**config.mk**
```make
export PLATFORM = sky130hd
export DESIGN_NAME = process_priority_table
export DESIGN_NICKNAME = d
export VERILOG_FILES = /design/src/rtl/ppt_pkg.sv /design/src/rtl/ppt_cell.sv /design/src/rtl/process_priority_table.sv
export SDC_FILE = /design/constraint.sdc
export NUM_CORES = 1
export LEC_CHECK = 0
export BUFFER_PORTS_ARGS = -buffer_cell sky130_fd_sc_hd__buf_2
export CAP_MARGIN = 15
export CORE_MARGIN = 3
export CORE_UTILIZATION = 55
export DETAILED_ROUTE_END_ITERATION = 8
export PLACE_DENSITY = 0.72
export SKIP_LAST_GASP = 1
export SYNTH_ARGS = -nofsm -noshare
export SYNTH_HDL_FRONTEND = slang
export SYNTH_SLANG_ARGS = --single-unit
```
**constraint.sdc**
```tcl
create_clock -name clk -period 8.57 [get_ports clk]
set_input_delay 0.857 -clock clk [delete_from_list [all_inputs] [get_ports clk]]
set_output_delay 0.857 -clock clk [all_outputs]
set_load 0.02 [all_outputs]
```
**src/rtl/ppt_pkg.sv**
```systemverilog
// Package for the process priority table: op and status codes, FSM states,
// table entry and cell control types. No dependencies.
package ppt_pkg;

  localparam int TABLE_DEPTH_DEFAULT = 16;
  localparam int PID_W = 16;
  localparam int PRIO_W = 16;
  localparam int OP_W = 3;
  localparam int STATUS_W = 2;
  localparam int COUNT_W = 5;
  localparam int IDX_MAX_W = 8;

  localparam logic [OP_W-1:0] OP_INSERT  = 3'd0;
  localparam logic [OP_W-1:0] OP_FIND    = 3'd1;
  localparam logic [OP_W-1:0] OP_REMOVE  = 3'd2;
  localparam logic [OP_W-1:0] OP_LOWEST  = 3'd3;
  localparam logic [OP_W-1:0] OP_HIGHEST = 3'd4;
  localparam logic [OP_W-1:0] OP_CLEAR   = 3'd5;

  localparam logic [STATUS_W-1:0] ST_OK        = 2'd0;
  localparam logic [STATUS_W-1:0] ST_FULL      = 2'd1;
  localparam logic [STATUS_W-1:0] ST_NOT_FOUND = 2'd2;
  localparam logic [STATUS_W-1:0] ST_EMPTY     = 2'd3;

  typedef enum logic [1:0] {
    S_IDLE,
    S_SCAN,
    S_PULL
  } state_t;

  typedef enum logic [2:0] {
    CELL_HOLD,
    CELL_PUSH,
    CELL_ROTATE,
    CELL_PULL,
    CELL_CLEAR
  } cell_cmd_t;

  typedef struct packed {
    cell_cmd_t              cmd;
    logic [IDX_MAX_W-1:0]   idx;
  } cell_ctrl_t;

  typedef struct packed {
    logic                     valid;
    logic [PID_W-1:0]         pid;
    logic signed [PRIO_W-1:0] prio;
  } entry_t;

endpackage

```
**src/rtl/ppt_cell.sv**
```systemverilog
// One slot of the table row: holds an entry and takes its neighbour's entry
// on push, rotate or pull. Depends on ppt_pkg.
module ppt_cell #(
  parameter int CELL_INDEX = 0
) (
  input  logic                clk,
  input  logic                rst,
  input  ppt_pkg::cell_ctrl_t ctrl,
  input  ppt_pkg::entry_t     from_left,
  input  ppt_pkg::entry_t     from_right,
  output ppt_pkg::entry_t     entry_q
);

  localparam int IdxMaxW = ppt_pkg::IDX_MAX_W;
  localparam logic [IdxMaxW-1:0] MyIdx = IdxMaxW'(CELL_INDEX);

  logic take_left;
  logic take_right;

  logic                              slot_valid;
  logic [ppt_pkg::PID_W-1:0]         slot_pid;
  logic signed [ppt_pkg::PRIO_W-1:0] slot_prio;

  assign entry_q = '{valid: slot_valid, pid: slot_pid, prio: slot_prio};

  always_comb begin
    take_left  = 1'b0;
    take_right = 1'b0;
    case (ctrl.cmd)
      ppt_pkg::CELL_PUSH:   take_left  = 1'b1;
      ppt_pkg::CELL_ROTATE: take_right = 1'b1;
      ppt_pkg::CELL_PULL:   take_right = (MyIdx >= ctrl.idx);
      default: ;
    endcase
  end

  always_ff @(posedge clk) begin
    if (rst) begin
      slot_valid <= 1'b0;
    end else if (ctrl.cmd == ppt_pkg::CELL_CLEAR) begin
      slot_valid <= 1'b0;
    end else if (take_left) begin
      slot_valid <= from_left.valid;
    end else if (take_right) begin
      slot_valid <= from_right.valid;
    end
  end

  always_ff @(posedge clk) begin
    if (take_left) begin
      slot_pid  <= from_left.pid;
      slot_prio <= from_left.prio;
    end else if (take_right) begin
      slot_pid  <= from_right.pid;
      slot_prio <= from_right.prio;
    end
  end

endmodule

```
**src/rtl/process_priority_table.sv**
```systemverilog
// Top level of the process priority table: control FSM, scan accumulator
// and the row of ppt_cell slots. Depends on ppt_pkg and ppt_cell.
//
// channel   direction  handshake             payload
// command   in         start && !busy        op, key_pid, key_priority
// result    out        done (one cycle)      status, match_pid, match_priority, count
//
// Insert, clear, unused ops and refused ops finish in the idle state; the result shows
// on the next cycle and a new command may be taken at once.
// Find, remove and (on a non-empty table) lowest and highest rotate the row through
// slot 0 once in the scan state, followed by the pull state for a successful remove.
// Reset (rst, synchronous) empties the table at once.
// The receiver cannot stall; each result is shown for one cycle only.
module process_priority_table #(
  parameter int TABLE_DEPTH = ppt_pkg::TABLE_DEPTH_DEFAULT
) (
  input  logic                                clk,
  input  logic                                rst,
  input  logic                                start,
  output logic                                busy,
  input  logic [ppt_pkg::OP_W-1:0]            op,
  input  logic [ppt_pkg::PID_W-1:0]           key_pid,
  input  logic signed [ppt_pkg::PRIO_W-1:0]   key_priority,
  output logic                                done,
  output logic [ppt_pkg::STATUS_W-1:0]        status,
  output logic [ppt_pkg::PID_W-1:0]           match_pid,
  output logic signed [ppt_pkg::PRIO_W-1:0]   match_priority,
  output logic [ppt_pkg::COUNT_W-1:0]         count
);

  localparam int IdxW = $clog2(TABLE_DEPTH);
  localparam int CntW = $clog2(TABLE_DEPTH + 1);
  localparam int IdxMaxW = ppt_pkg::IDX_MAX_W;
  localparam int CountW = ppt_pkg::COUNT_W;

  ppt_pkg::state_t     state, state_next;
  ppt_pkg::cell_ctrl_t cell_ctrl;
  ppt_pkg::entry_t     cell_q [TABLE_DEPTH];
  ppt_pkg::entry_t     key_entry;
  ppt_pkg::entry_t     tail_in;
  ppt_pkg::entry_t     head;
  logic [TABLE_DEPTH-1:0] valid_vec;

  logic [CntW-1:0] entry_count, entry_count_next;
  logic [IdxW-1:0] pos, pos_next;
  logic [IdxW-1:0] best_idx, best_idx_next;
  logic            found, found_next;
  logic [ppt_pkg::PID_W-1:0]         best_pid, best_pid_next;
  logic signed [ppt_pkg::PRIO_W-1:0] best_prio, best_prio_next;
  logic [ppt_pkg::OP_W-1:0]          scan_op;
  logic [ppt_pkg::PID_W-1:0]         scan_pid;

  logic                                done_next;
  logic [ppt_pkg::STATUS_W-1:0]        status_next;
  logic [ppt_pkg::PID_W-1:0]           match_pid_next;
  logic signed [ppt_pkg::PRIO_W-1:0]   match_priority_next;
  logic [CntW+CountW-1:0]              count_wide;

  logic accept, is_lookup, hit, better, take, last;

  assign accept    = start && !busy;
  assign head      = cell_q[0];
  assign key_entry = '{valid: 1'b1, pid: key_pid, prio: key_priority};
  assign tail_in   = '{valid: (cell_ctrl.cmd == ppt_pkg::CELL_ROTATE) && cell_q[0].valid,
                       pid: cell_q[0].pid, prio: cell_q[0].prio};

  assign is_lookup = (scan_op == ppt_pkg::OP_FIND) || (scan_op == ppt_pkg::OP_REMOVE);
  assign hit       = head.valid && (head.pid == scan_pid);
  assign better    = (scan_op == ppt_pkg::OP_HIGHEST) ? (head.prio > best_prio)
                                                      : (head.prio < best_prio);
  assign take      = head.valid && (is_lookup ? (!found && hit) : (!found || better));
  assign last      = (pos == IdxW'(TABLE_DEPTH - 1));
  assign count_wide = (CntW + CountW)'(entry_count_next);

  genvar gi;
  generate
    for (gi = 0; gi < TABLE_DEPTH; gi++) begin : g_cell
      ppt_cell #(.CELL_INDEX(gi)) u_cell (
        .clk        (clk),
        .rst        (rst),
        .ctrl       (cell_ctrl),
        .from_left  ((gi == 0) ? key_entry : cell_q[(gi == 0) ? 0 : gi - 1]),
        .from_right ((gi == TABLE_DEPTH - 1) ? tail_in
                                             : cell_q[(gi == TABLE_DEPTH - 1) ? gi : gi + 1]),
        .entry_q    (cell_q[gi])
      );
      assign valid_vec[gi] = cell_q[gi].valid;
    end
  endgenerate

  always_comb begin
    state_next = state;
    case (state)
      ppt_pkg::S_IDLE: begin
        if (accept) begin
          if ((op == ppt_pkg::OP_FIND) || (op == ppt_pkg::OP_REMOVE)) begin
            state_next = ppt_pkg::S_SCAN;
          end else if (((op == ppt_pkg::OP_LOWEST) || (op == ppt_pkg::OP_HIGHEST))
                       && (entry_count != '0)) begin
            state_next = ppt_pkg::S_SCAN;
          end
        end
      end
      ppt_pkg::S_SCAN: begin
        if (last) begin
          if ((scan_op == ppt_pkg::OP_REMOVE) && found_next) begin
            state_next = ppt_pkg::S_PULL;
          end else begin
            state_next = ppt_pkg::S_IDLE;
          end
        end
      end
      ppt_pkg::S_PULL: state_next = ppt_pkg::S_IDLE;
      default: state_next = ppt_pkg::S_IDLE;
    endcase
  end

  always_comb begin
    busy                = (state != ppt_pkg::S_IDLE);
    cell_ctrl.cmd       = ppt_pkg::CELL_HOLD;
    cell_ctrl.idx       = IdxMaxW'(best_idx);
    entry_count_next    = entry_count;
    pos_next            = pos;
    found_next          = found;
    best_idx_next       = best_idx;
    best_pid_next       = best_pid;
    best_prio_next      = best_prio;
    done_next           = 1'b0;
    status_next         = ppt_pkg::ST_OK;
    match_pid_next      = '0;
    match_priority_next = '0;
    case (state)
      ppt_pkg::S_IDLE: begin
        if (accept) begin
          pos_next   = '0;
          found_next = 1'b0;
          case (op)
            ppt_pkg::OP_INSERT: begin
              done_next = 1'b1;
              if (entry_count == CntW'(TABLE_DEPTH)) begin
                status_next = ppt_pkg::ST_FULL;
              end else begin
                cell_ctrl.cmd       = ppt_pkg::CELL_PUSH;
                entry_count_next    = entry_count + CntW'(1);
                match_pid_next      = key_pid;
                match_priority_next = key_priority;
              end
            end
            ppt_pkg::OP_FIND, ppt_pkg::OP_REMOVE: ;
            ppt_pkg::OP_LOWEST, ppt_pkg::OP_HIGHEST: begin
              if (entry_count == '0) begin
                done_next   = 1'b1;
                status_next = ppt_pkg::ST_EMPTY;
              end
            end
            ppt_pkg::OP_CLEAR: begin
              cell_ctrl.cmd    = ppt_pkg::CELL_CLEAR;
              entry_count_next = '0;
              done_next        = 1'b1;
            end
            default: done_next = 1'b1;
          endcase
        end
      end
      ppt_pkg::S_SCAN: begin
        cell_ctrl.cmd = ppt_pkg::CELL_ROTATE;
        pos_next      = pos + IdxW'(1);
        if (take) begin
          found_next     = 1'b1;
          best_idx_next  = pos;
          best_pid_next  = head.pid;
          best_prio_next = head.prio;
        end
        if (last) begin
          if (!found_next) begin
            done_next   = 1'b1;
            status_next = ppt_pkg::ST_NOT_FOUND;
          end else if (scan_op != ppt_pkg::OP_REMOVE) begin
            done_next           = 1'b1;
            match_pid_next      = best_pid_next;
            match_priority_next = best_prio_next;
          end
        end
      end
      ppt_pkg::S_PULL: begin
        cell_ctrl.cmd       = ppt_pkg::CELL_PULL;
        entry_count_next    = entry_count - CntW'(1);
        done_next           = 1'b1;
        match_pid_next      = best_pid;
        match_priority_next = best_prio;
      end
      default: ;
    endcase
  end

  always_ff @(posedge clk) begin
    if (rst) begin
      state       <= ppt_pkg::S_IDLE;
      entry_count <= '0;
      done        <= 1'b0;
      found       <= 1'b0;
      pos         <= '0;
    end else begin
      state       <= state_next;
      entry_count <= entry_count_next;
      done        <= done_next;
      found       <= found_next;
      pos         <= pos_next;
    end
  end

  always_ff @(posedge clk) begin
    if (accept) begin
      scan_op  <= op;
      scan_pid <= key_pid;
    end
    best_idx  <= best_idx_next;
    best_pid  <= best_pid_next;
    best_prio <= best_prio_next;
    if (done_next) begin
      status         <= status_next;
      match_pid      <= match_pid_next;
      match_priority <= match_priority_next;
      count          <= count_wide[CountW-1:0];
    end
  end

  a_done_idle: assert property (@(posedge clk) disable iff (rst) done |-> !busy)
    else $error("result strobe while busy");

  a_count_bound: assert property (@(posedge clk) disable iff (rst)
    entry_count <= CntW'(TABLE_DEPTH))
    else $error("entry count above depth");

  a_packed: assert property (@(posedge clk) disable iff (rst)
    (state == ppt_pkg::S_IDLE) |-> ($countones(valid_vec) == int'(entry_count)))
    else $error("valid slots disagree with entry count");

  a_full: assert property (@(posedge clk) disable iff (rst)
    (accept && (op == ppt_pkg::OP_INSERT) && (entry_count == CntW'(TABLE_DEPTH)))
    |=> (done && (status == ppt_pkg::ST_FULL)))
    else $error("insert into full table not refused");

endmodule
```
==> impl_results.md, run 1 <==
* Max_slew headroom at 21.2%
* Final Non-Filler Cells at 2489
* Hold Crit Class: reg2reg
* First-pass GRT wire length at 96.1 mm
* Reg-to-reg critical path startpoint: state[0]
* Vias in the first global route at 15663
* Placed insts at 2376
* Final net count at 1835
* Clock sink count at 635
* Drt total wl at 63.9 mm
* Hold-fix buffers, CTS at 0
* Setup Fix Bufs, Post-CTS at 0
* Synth area leader: edfxtp_1
* Area grow syn2layout at 11.6%
* Layout cell share with drive strength beyond 1 at 41.3%
* Vias per cell at 6.20
* Final setup viols at 0
* Static Leak at 11.1 nW
* Compound-Gate Fraction of Synth Area at 4.53%
* Reg2reg end: g_cell[6].u_cell.slot_prio[8]
* Post-synthesis mux area share at 22.2%
* Top FF cell, synth: edfxtp_1
* Worst Path Required at 8900 ps
* Clock slew at reported path FFs at 60 ps
* DRT Pass-1 Iters at 5
* Max-slew violations at 0
* Clk_lat worst skew at 590 ps
* Critical path class: reg2reg
* EDFF count, synth at 606
* Final core occ at 62.3%
* Tot GR Track Use at 23.8%
* CP Capture Type: flop
* Status: completed
* # fillers at 3660
* Pwr Total at 6.64 mW
* Pin count of the biggest net entering global routing at 154
* Root Buffer: clkbuf_16
* Port bufs at 78
* Top-count cell post-synth: edfxtp_1
* Startpoint types: flop
* Die X at 232 um
* Most frequent cells after synthesis: edfxtp_1 (606), mux2_2 (507), clkbuf_1 (64)
* # DRC at 0
* PostCTS Resize Cnt at 0
* Die footprint at 53900 sq um
* Sequential cell area fraction in the yosys report at 66.7%
* Worst reg2reg setup slack at 3060 ps
* Largest family of logic cells by synthesized area: multiplexers
* H-tree depth at 3
* FP Rows at 82
* Worst Setup EP: g_cell[6].u_cell.slot_prio[8]
* FF+latch count, synth at 635
* Final period util at 64.3%
* Total gr overflow at 0
* Mean post-synth cell area at 16.6 sq um
* Post-route setup slack at 3060 ps
* Mapped Cells at 1693
* Max Clock Freq at 0.181 GHz
* Synth Area in Adders at 1.07%
* Cts bufs inserted at 66
* Synth Cell Area at 28100 sq um
* Worst hold slack at 487 ps
* Cells on worst reg2reg path at 9
* Clk buf depth at 3
* Initial core utilization at 55.9%
* Netlist cell types at 65
* Die Span Y at 232 um
* Initial antenna violation count at 0
* RSZ-0062 raised after global routing: false
* DP Worst Slack at 2990 ps
* Vias at 15436
* Asr flop ratio synth at 0%
* WP data arrival at 5840 ps
* CP Max Fanout at 91
* PwrDens at 212 nW/um^2
* WL/cell at 25.7 um
* Final min period at 5510 ps
* Post-Synth Simple-Gate Area at 2.89%
* Clock skew at 23.2 ps
* Maxcap violations at 0
* I/O Pins at 79
* DP HPWL at 38.4 mm
* Synth area leaders: edfxtp_1 (65%), mux2_2 (20%), dfxtp_1 (2.1%)
* XOR/XNOR Fraction of Synth Area at 0.622%
* Post-Route Setup TNS at 0 ps
* CTS tree: done
* Core footprint at 50400 sq um
* Syn_nets at 1755
* Placer's final routability congestion estimate at 0.834
* CP Launch Point: state[0]
* # diodes at 0
* Worst slew pin tran at 1180 ps
* Fin. Hold Viols at 0
* Post-DRT Antenna Nets at 0
* Ys Warns at 0
* Placed Instance Area at 29400 sq um
* Yosys top cell area share at 64.7%
* Final Cell Area at 31400 sq um
* Worst vdd ir at 0.000128 V
* Initial DRC count at 1549
[power by group]
group	switching, mW	internal (mW)	leakage, nW
sequential	0.0538	3.51	5.78
clock	1.14	1.57	0.986
combinational	0.216	0.149	4.30
total	1.41	5.23	11.1
[state kept, by name, indices dropped and copies added (netlist names)]
signal and count:
g_cell.u_cell.slot_pid 256, g_cell.u_cell.slot_prio 256, best_pid 16, best_prio 16, g_cell.u_cell.slot_valid 16, match_pid 16
match_priority 16, scan_pid 16, count 5, entry_count 5, best_idx 4, pos 4
scan_op 3, state 2, status 2, done 1, found 1
[final cells by class]
class                   count  area, sq um  area share, %
well taps                 672          841           2.68
multi-input cells         925         8990           28.6
clock buffers              88         1850           5.89
repair buffers            106          638           2.03
inverters                  39          146          0.466
clock inverters            24          165          0.526
flip-flops and latches    635        18800           59.8
[layer usage]
layer	vias up	part of all wire, %	track usage (%)	wire (um)
met5	-	0	0	0
met4	0	2.0	6.29	1270
met3	97	7.7	5.62	4940
met2	566	48	37.7	30400
met1	7932	43	33.3	27300
li1	6841	-	-	-
[worst min path at each step]
stage,start,endpoint,cells after the start
after floorplan,g_cell[15].u_cell.slot_valid,g_cell[15].u_cell.slot_valid,2
after global placement,g_cell[15].u_cell.slot_valid,g_cell[15].u_cell.slot_valid,2
after detailed placement,g_cell[15].u_cell.slot_valid,g_cell[15].u_cell.slot_valid,2
after CTS,key_pid[13],scan_pid[13],1
after global routing,key_pid[12],scan_pid[12],1
final,g_cell[15].u_cell.slot_valid,g_cell[15].u_cell.slot_valid,2
[cells by family after synthesis]
family	after synthesis
multiplexers	549
AO/OA/AOI/OAI	165
flip-flops	635
buffers and inverters	133
AND/OR/NAND/NOR	167
XOR/XNOR	20
adder cells (fa/ha/maj)	24
[cells in the final DEF (no fill, tap or decap), types with 17 or more instances in the layout]
cell       synthesis  final
a221o_1           25     25
buf_2             21     78
buf_4              0     25
clkbuf_16          0     71
dfxtp_1           29     29
edfxtp_1         606    606
ha_1              24     23
inv_1             38     38
mux2_2           507    507
mux2_4            25     25
mux2i_1           17     17
nand2_1           56     52
nor2_1            44     43
o21ai_0           30     24
o311a_1           22     22
[worst max-delay path: stages (launching register included)]
cell and delay [ps]:
dfxtp_1 430, inv_1 100, ha_1 330, nand2_1 210
inv_1 540, a41oi_1 500, or3_4 680, buf_4 920
buf_4 990, mux2_2 430
No activity file was read; power rests on OpenSTA's default activity.
==> run 2, diff against run 1 <==
--- a/config.mk
+++ b/config.mk
@@ -5,12 +5,13 @@
 export SDC_FILE = /design/constraint.sdc
 export NUM_CORES = 1
 export LEC_CHECK = 0
+export ABC_AREA = 1
 export BUFFER_PORTS_ARGS = -buffer_cell sky130_fd_sc_hd__buf_2
 export CAP_MARGIN = 15
 export CORE_MARGIN = 3
 export CORE_UTILIZATION = 55
 export DETAILED_ROUTE_END_ITERATION = 8
-export PLACE_DENSITY = 0.72
+export PLACE_DENSITY = 0.74
 export SKIP_LAST_GASP = 1
 export SYNTH_ARGS = -nofsm -noshare
 export SYNTH_HDL_FRONTEND = slang
==> constraint.sdc (replaced) <==
create_clock -name clk -period 4.8 [get_ports clk]
set_input_delay 0.48 -clock clk [delete_from_list [all_inputs] [get_ports clk]]
set_output_delay 0.48 -clock clk [all_outputs]
set_load 0.02 [all_outputs]
==> run 2 against run 1 <==
- synthesized cell count is 71% higher
- critical path depth rose by 4
- setup slack worse by 2100 ps
- worst hold slack got worse by 440 ps
==> impl_results.md, run 2 <==
* Status: completed
* Final net count at 2998
* Post-DRT Antenna Nets at 0
* Total gr overflow at 0
* I/O Pins at 79
* WP buf/inv at 5
* Pin count of the biggest net entering global routing at 236
* Pwr Total at 11.7 mW
* Area grow syn2layout at 10.1%
* Clk_lat worst skew at 630 ps
* Vias at 20241
* DRT Pass-1 Iters at 6
* Mapped Cells at 2900
* Asr flop ratio synth at 0%
* Final period util at 79.1%
* Synth area leader: edfxtp_1
* Footprint of the multi-input gates at 8430 sq um
* Port bufs at 78
* Crit path cell chain: inv_1, ha_1, nand2_2, inv_2, nand3_4, o21ai_4, nand2_8, nand2_4, inv_2, nor2_4, o21ai_0, inv_1, buf_12
* Drt total wl at 66.6 mm
* Max Clock Freq at 0.263 GHz
* DP HPWL at 40.6 mm
* Fin. Hold Viols at 0
* WP data arrival at 4100 ps
* Hold-fix buffers, CTS at 0
* Die X at 234 um
* Comb power frac at 5.5%
* Clock skew at 26.5 ps
* Final min period at 3800 ps
* Cts bufs inserted at 60
* Ys Warns at 0
* Hold Crit Class: in2reg
* Post-Route Setup TNS at 0 ps
* Syn_nets at 2962
* Initial DRC count at 2650
* Setup Fix Bufs, Post-CTS at 0
* Commonest non-fill, non-tap cell in the layout: nand2_1
* FP Rows at 82
* H-tree depth at 2
* CP Max Fanout at 34
* Clock slew at reported path FFs at 60 ps
* Placer's final routability congestion estimate at 0.904
* Reg area at 18800 sq um
* Startpoint types: flop
* Yosys top cell area share at 63.8%
* Clk buf depth at 3
* Static Leak at 12.9 nW
* Worst hold slack at 48.0 ps
* Final core occ at 62.0%
* Vias per cell at 5.54
* Core footprint at 50700 sq um
* Final setup viols at 0
* Root Buffer: clkbuf_16
* CP Capture Type: flop
* Worst Path Required at 5100 ps
* Clk pwr share at 40.0%
* Most frequent cells after synthesis: nand2_1 (1488), edfxtp_1 (606), inv_1 (175)
* Tot GR Track Use at 24.5%
* Initial antenna violation count at 1
* Largest registers: g_cell.u_cell.slot_pid (256), g_cell.u_cell.slot_prio (256)
* Sw Pwr at 2.58 mW
* Max-slew violations at 0
* Synth Cell Area at 28500 sq um
* Initial core utilization at 56.3%
* First-pass GRT wire length at 105 mm
* Mean post-synth cell area at 9.84 sq um
* FF+latch count, synth at 635
* Max_slew headroom at 25.7%
* Sequential cell area fraction in the yosys report at 65.8%
* Commonest cells after routing, fill and taps aside: nand2_1 (1488), edfxtp_1 (606), inv_1 (175), o21ai_0 (165), buf_2 (78)
* Die footprint at 54600 sq um
* WL/cell at 18.2 um
* Synth area leaders: edfxtp_1 (64%), nand2_1 (20%), o21ai_0 (3.0%)
* # fillers at 4038
* Top FF cell, synth: edfxtp_1
* Vias in the first global route at 19250
* Worst slew pin tran at 1110 ps
* Layout cell share with drive strength beyond 1 at 9.92%
* # DRC at 0
* Critical path class: reg2reg
* PostCTS Resize Cnt at 0
* Sequential Power Share at 54.5%
* Critical path's top delay family: simple AND/OR/NAND/NOR gates
* Worst vdd ir at 0.000319 V
* EDFF count, synth at 606
* Netlist cell types at 42
* CTS tree: done
* Clock sink count at 635
* Slowest-stage cell, CP: dfxtp_1
* Maxcap violations at 0
* Max incr delay on CP at 390 ps
* Top-count cell post-synth: nand2_1
* Die Span Y at 234 um
* RSZ-0062 raised after global routing: false
* PwrDens at 371 nW/um^2
* Sw Share at 22.1%
* Int Pwr at 9.09 mW
run 2: kinds of logic after synthesis:
group | Yosys count | synth area share [%]
flops | 635 | 65.8
xor+xnor | 7 | 0.215
compound gates | 273 | 5.51
fa+ha+maj | 24 | 1.05
simple gates | 1633 | 22.5
buf+inv | 328 | 4.95
run 2: layout make-up:
cell class	instances	share of cell area, %
flip-flops and latches	635	59.8
multi-input cells	1937	26.8
clock buffers	77	5.05
well taps	672	2.68
repair buffers	116	2.49
inverters	186	2.25
clock inverters	32	0.948
diodes	1	0.00796
run 2: routing by layer:
layer,vias to the layer above,GRT usage [%],share of wire [%]
met5,-,0,0.026
met3,126,4.00,9.1
met4,2,7.98,3.0
met2,942,36.8,44
li1,9557,-,-
met1,9614,36.8,44
run 2: per-stage QoR:
stage / cell area [sq um] / setup WS (ps) / std cells
after CTS: 31400 / 1040 / 3654
final: 31400 / 1000 / 3656
after global routing: 31400 / 768 / 3655
after detailed placement: 29500 / 1070 / 3545
after floorplan: 28500 / 542 / 2900
after global placement: 29500 / 1220 / 3545
run 2: final timing paths:
path	from	end	slack (ps)	cells past startpoint
hold reg to reg	pos[3]	best_idx[3]	480	0
setup / recovery	state[1]	g_cell[2].u_cell.slot_prio[14]	1000	13
setup reg to reg	state[1]	g_cell[2].u_cell.slot_prio[14]	1000	13
hold / removal	key_pid[8]	scan_pid[8]	50	1
run 2: power by group through the flow:
stage          clock network (mW)  logic [mW]  registers [mW]
2_1_floorplan                   0       0.399            6.48
3_5_place_dp                    0       0.635            6.48
5_1_grt                      4.91       0.717            6.38
6_report                     4.66       0.642            6.36
4_1_cts                      4.72       0.640            6.36
3_3_place_gp                    0       0.615            6.47
==> run 3, diff against run 2 <==
--- a/config.mk
+++ b/config.mk
@@ -5,13 +5,13 @@
 export SDC_FILE = /design/constraint.sdc
 export NUM_CORES = 1
 export LEC_CHECK = 0
-export ABC_AREA = 1
+export ABC_AREA = 0
 export BUFFER_PORTS_ARGS = -buffer_cell sky130_fd_sc_hd__buf_2
 export CAP_MARGIN = 15
 export CORE_MARGIN = 3
 export CORE_UTILIZATION = 55
 export DETAILED_ROUTE_END_ITERATION = 8
-export PLACE_DENSITY = 0.74
+export PLACE_DENSITY = 0.72
 export SKIP_LAST_GASP = 1
 export SYNTH_ARGS = -nofsm -noshare
 export SYNTH_HDL_FRONTEND = slang
==> constraint.sdc (replaced) <==
create_clock -name clk -period 3.9 [get_ports clk]
set_input_delay 0.39 -clock clk [delete_from_list [all_inputs] [get_ports clk]]
set_output_delay 0.39 -clock clk [all_outputs]
set_load 0.02 [all_outputs]
==> run 3 against run 2 <==
- critical path depth down 6
- total power up 31%
- clock power up 40%
- sequential share of layout area down 1.3 points
- worst hold slack better by 2.5 ps
- first-iteration DRC count down 46%
- routed wire length down 3.6%
- combinational power up 33%
- setup slack worse by 540 ps
- cell count down 31%
- clock skew down 6.8 ps
- flip-flop and latch count unchanged
==> impl_results.md, run 3 (same netlist as run 1, synthesis figures left out) <==
* Post-DRT Antenna Nets at 0
* Max_slew headroom at 27.3%
* FP Rows at 82
* Cells on worst reg2reg path at 7
* Initial core utilization at 55.9%
* Pwr Total at 15.2 mW
* Root Buffer: clkbuf_16
* Final net count at 1872
* Worst Hold End: scan_pid[13]
* Clock skew at 19.7 ps
* DRT Pass-1 Iters at 6
* Area grow syn2layout at 14.1%
* Placer's final routability congestion estimate at 0.859
* Final Non-Filler Cells at 2532
* Worst slew pin tran at 1090 ps
* Initial antenna violation count at 3
* Die X at 232 um
* Max-slew violations at 0
* Commonest non-fill, non-tap cell in the layout: edfxtp_1
* Final core occ at 63.7%
* RSZ-0062 raised after global routing: false
* Hold-fix buffers, CTS at 0
* H-tree depth at 3
* Reg2reg end: best_pid[6]
* Min-delay src: key_pid[13]
* Die footprint at 53900 sq um
* CP Max Fanout at 12
* Final period util at 88.1%
* Vias at 15404
* Worst reg2reg setup slack at 460 ps
* PostCTS Resize Cnt at 0
* WL/cell at 25.3 um
* CTS tree: done
* Largest registers: g_cell.u_cell.slot_pid (256), g_cell.u_cell.slot_prio (256)
* Placed insts at 2413
* Clock slew at reported path FFs at 70 ps
* Total gr overflow at 0
* WP data arrival at 3770 ps
* Startpoint types: flop
* I/O Pins at 79
* Worst vdd ir at 0.000355 V
* Final setup viols at 0
* Worst Path Required at 4240 ps
* Static Leak at 11.4 nW
* Pin count of the biggest net entering global routing at 158
* PwrDens at 475 nW/um^2
* Initial DRC count at 1422
* Commonest cells after routing, fill and taps aside: edfxtp_1 (606), mux2_2 (507), buf_2 (78), clkbuf_16 (71), nand2_1 (51)
* Vias per cell at 6.08
* Post-Route Setup TNS at 0 ps
* Critical path class: reg2reg
* Setup Fix Bufs, Post-CTS at 0
* Vias in the first global route at 15605
* Clock sink count at 635
* Port bufs at 78
* Max Clock Freq at 0.291 GHz
* Clk_lat worst skew at 600 ps
* Layout cell share with drive strength beyond 1 at 43.3%
* First-pass GRT wire length at 96.5 mm
* Maxcap violations at 0
* Hold Path Stages at 1
* Final min period at 3440 ps
* DP HPWL at 41.0 mm
* Tot GR Track Use at 23.9%
* Reg-to-reg critical path startpoint: g_cell[0].u_cell.slot_pid[14]
* Hold Crit Class: in2reg
* Drt total wl at 64.2 mm
* Die Span Y at 232 um
* Core footprint at 50400 sq um
* Fin. Hold Viols at 0
* Status: completed
* CP Capture Type: flop
* Cts bufs inserted at 67
* Clk buf depth at 3
* # DRC at 0
run 3: cell types whose count changed in the layout (fill, tap and decap cells not counted), sizes merged, moves of 41 or more:
cell | before | now
nand2 | 1524 | 56
mux2 | 0 | 532
inv | 186 | 38
o21ai | 174 | 31
a21oi | 58 | 17
nand3 | 56 | 15
run 3: power by group:
| group | internal (mW) | total (mW) | switching [mW] |
|---|---|---|---|
| combinational | 0.359 | 0.853 | 0.494 |
| clock | 3.95 | 6.54 | 2.59 |
| sequential | 7.72 | 7.84 | 0.126 |
run 3: worst max-delay path by stage:
stage / end / cells past startpoint / start
3_3_place_gp: best_pid[3] / 7 / g_cell[0].u_cell.slot_pid[14]
2_1_floorplan: g_cell[12].u_cell.slot_pid[0] / 10 / state[1]
3_5_place_dp: best_pid[12] / 7 / g_cell[0].u_cell.slot_pid[14]
6_report: best_pid[6] / 7 / g_cell[0].u_cell.slot_pid[14]
4_1_cts: best_pid[12] / 7 / g_cell[0].u_cell.slot_pid[14]
5_1_grt: best_pid[6] / 7 / g_cell[0].u_cell.slot_pid[14]
run 3: per-layer routing:
metal / track usage, % / up-vias / share of wire [%]
met3: 5.00 / 130 / 7.0
met2: 38.4 / 556 / 48
met1: 32.7 / 7808 / 42
met5: 0 / - / 0.020
met4: 8.00 / 2 / 3.1
li1: - / 6908 / -
run 3: layout make-up:
cell class	count	area, sq um
Antenna cell	1	2.50
Inverter	39	155
Multi-Input combinational cell	925	9010
Tap cell	672	841
Clock inverter	31	375
Clock buffer	87	1860
Timing Repair Buffer	142	1080
Sequential cell	635	18800
Fill cell	3479	18300
run 3: stage by stage:
| stage | setup slack [ps] | hold WS, ps | instance area, sq um |
|---|---|---|---|
| 2_1_floorplan | -113 | 455 | 28200 |
| 3_3_place_gp | 601 | 469 | 29900 |
| 3_5_place_dp | 512 | 486 | 29900 |
| 4_1_cts | 494 | 29.5 | 32100 |
| 5_1_grt | 349 | 29.7 | 32100 |
| 6_report | 462 | 50.5 | 32100 |
run 3: worst max-delay path: stages (launching register included):
cell and delay [ps]:
edfxtp_1 510, xor2_1 190, nor4_1 600, and4_1 260, a21boi_0 270, nor3_4 650, buf_4 380, mux2_4 330
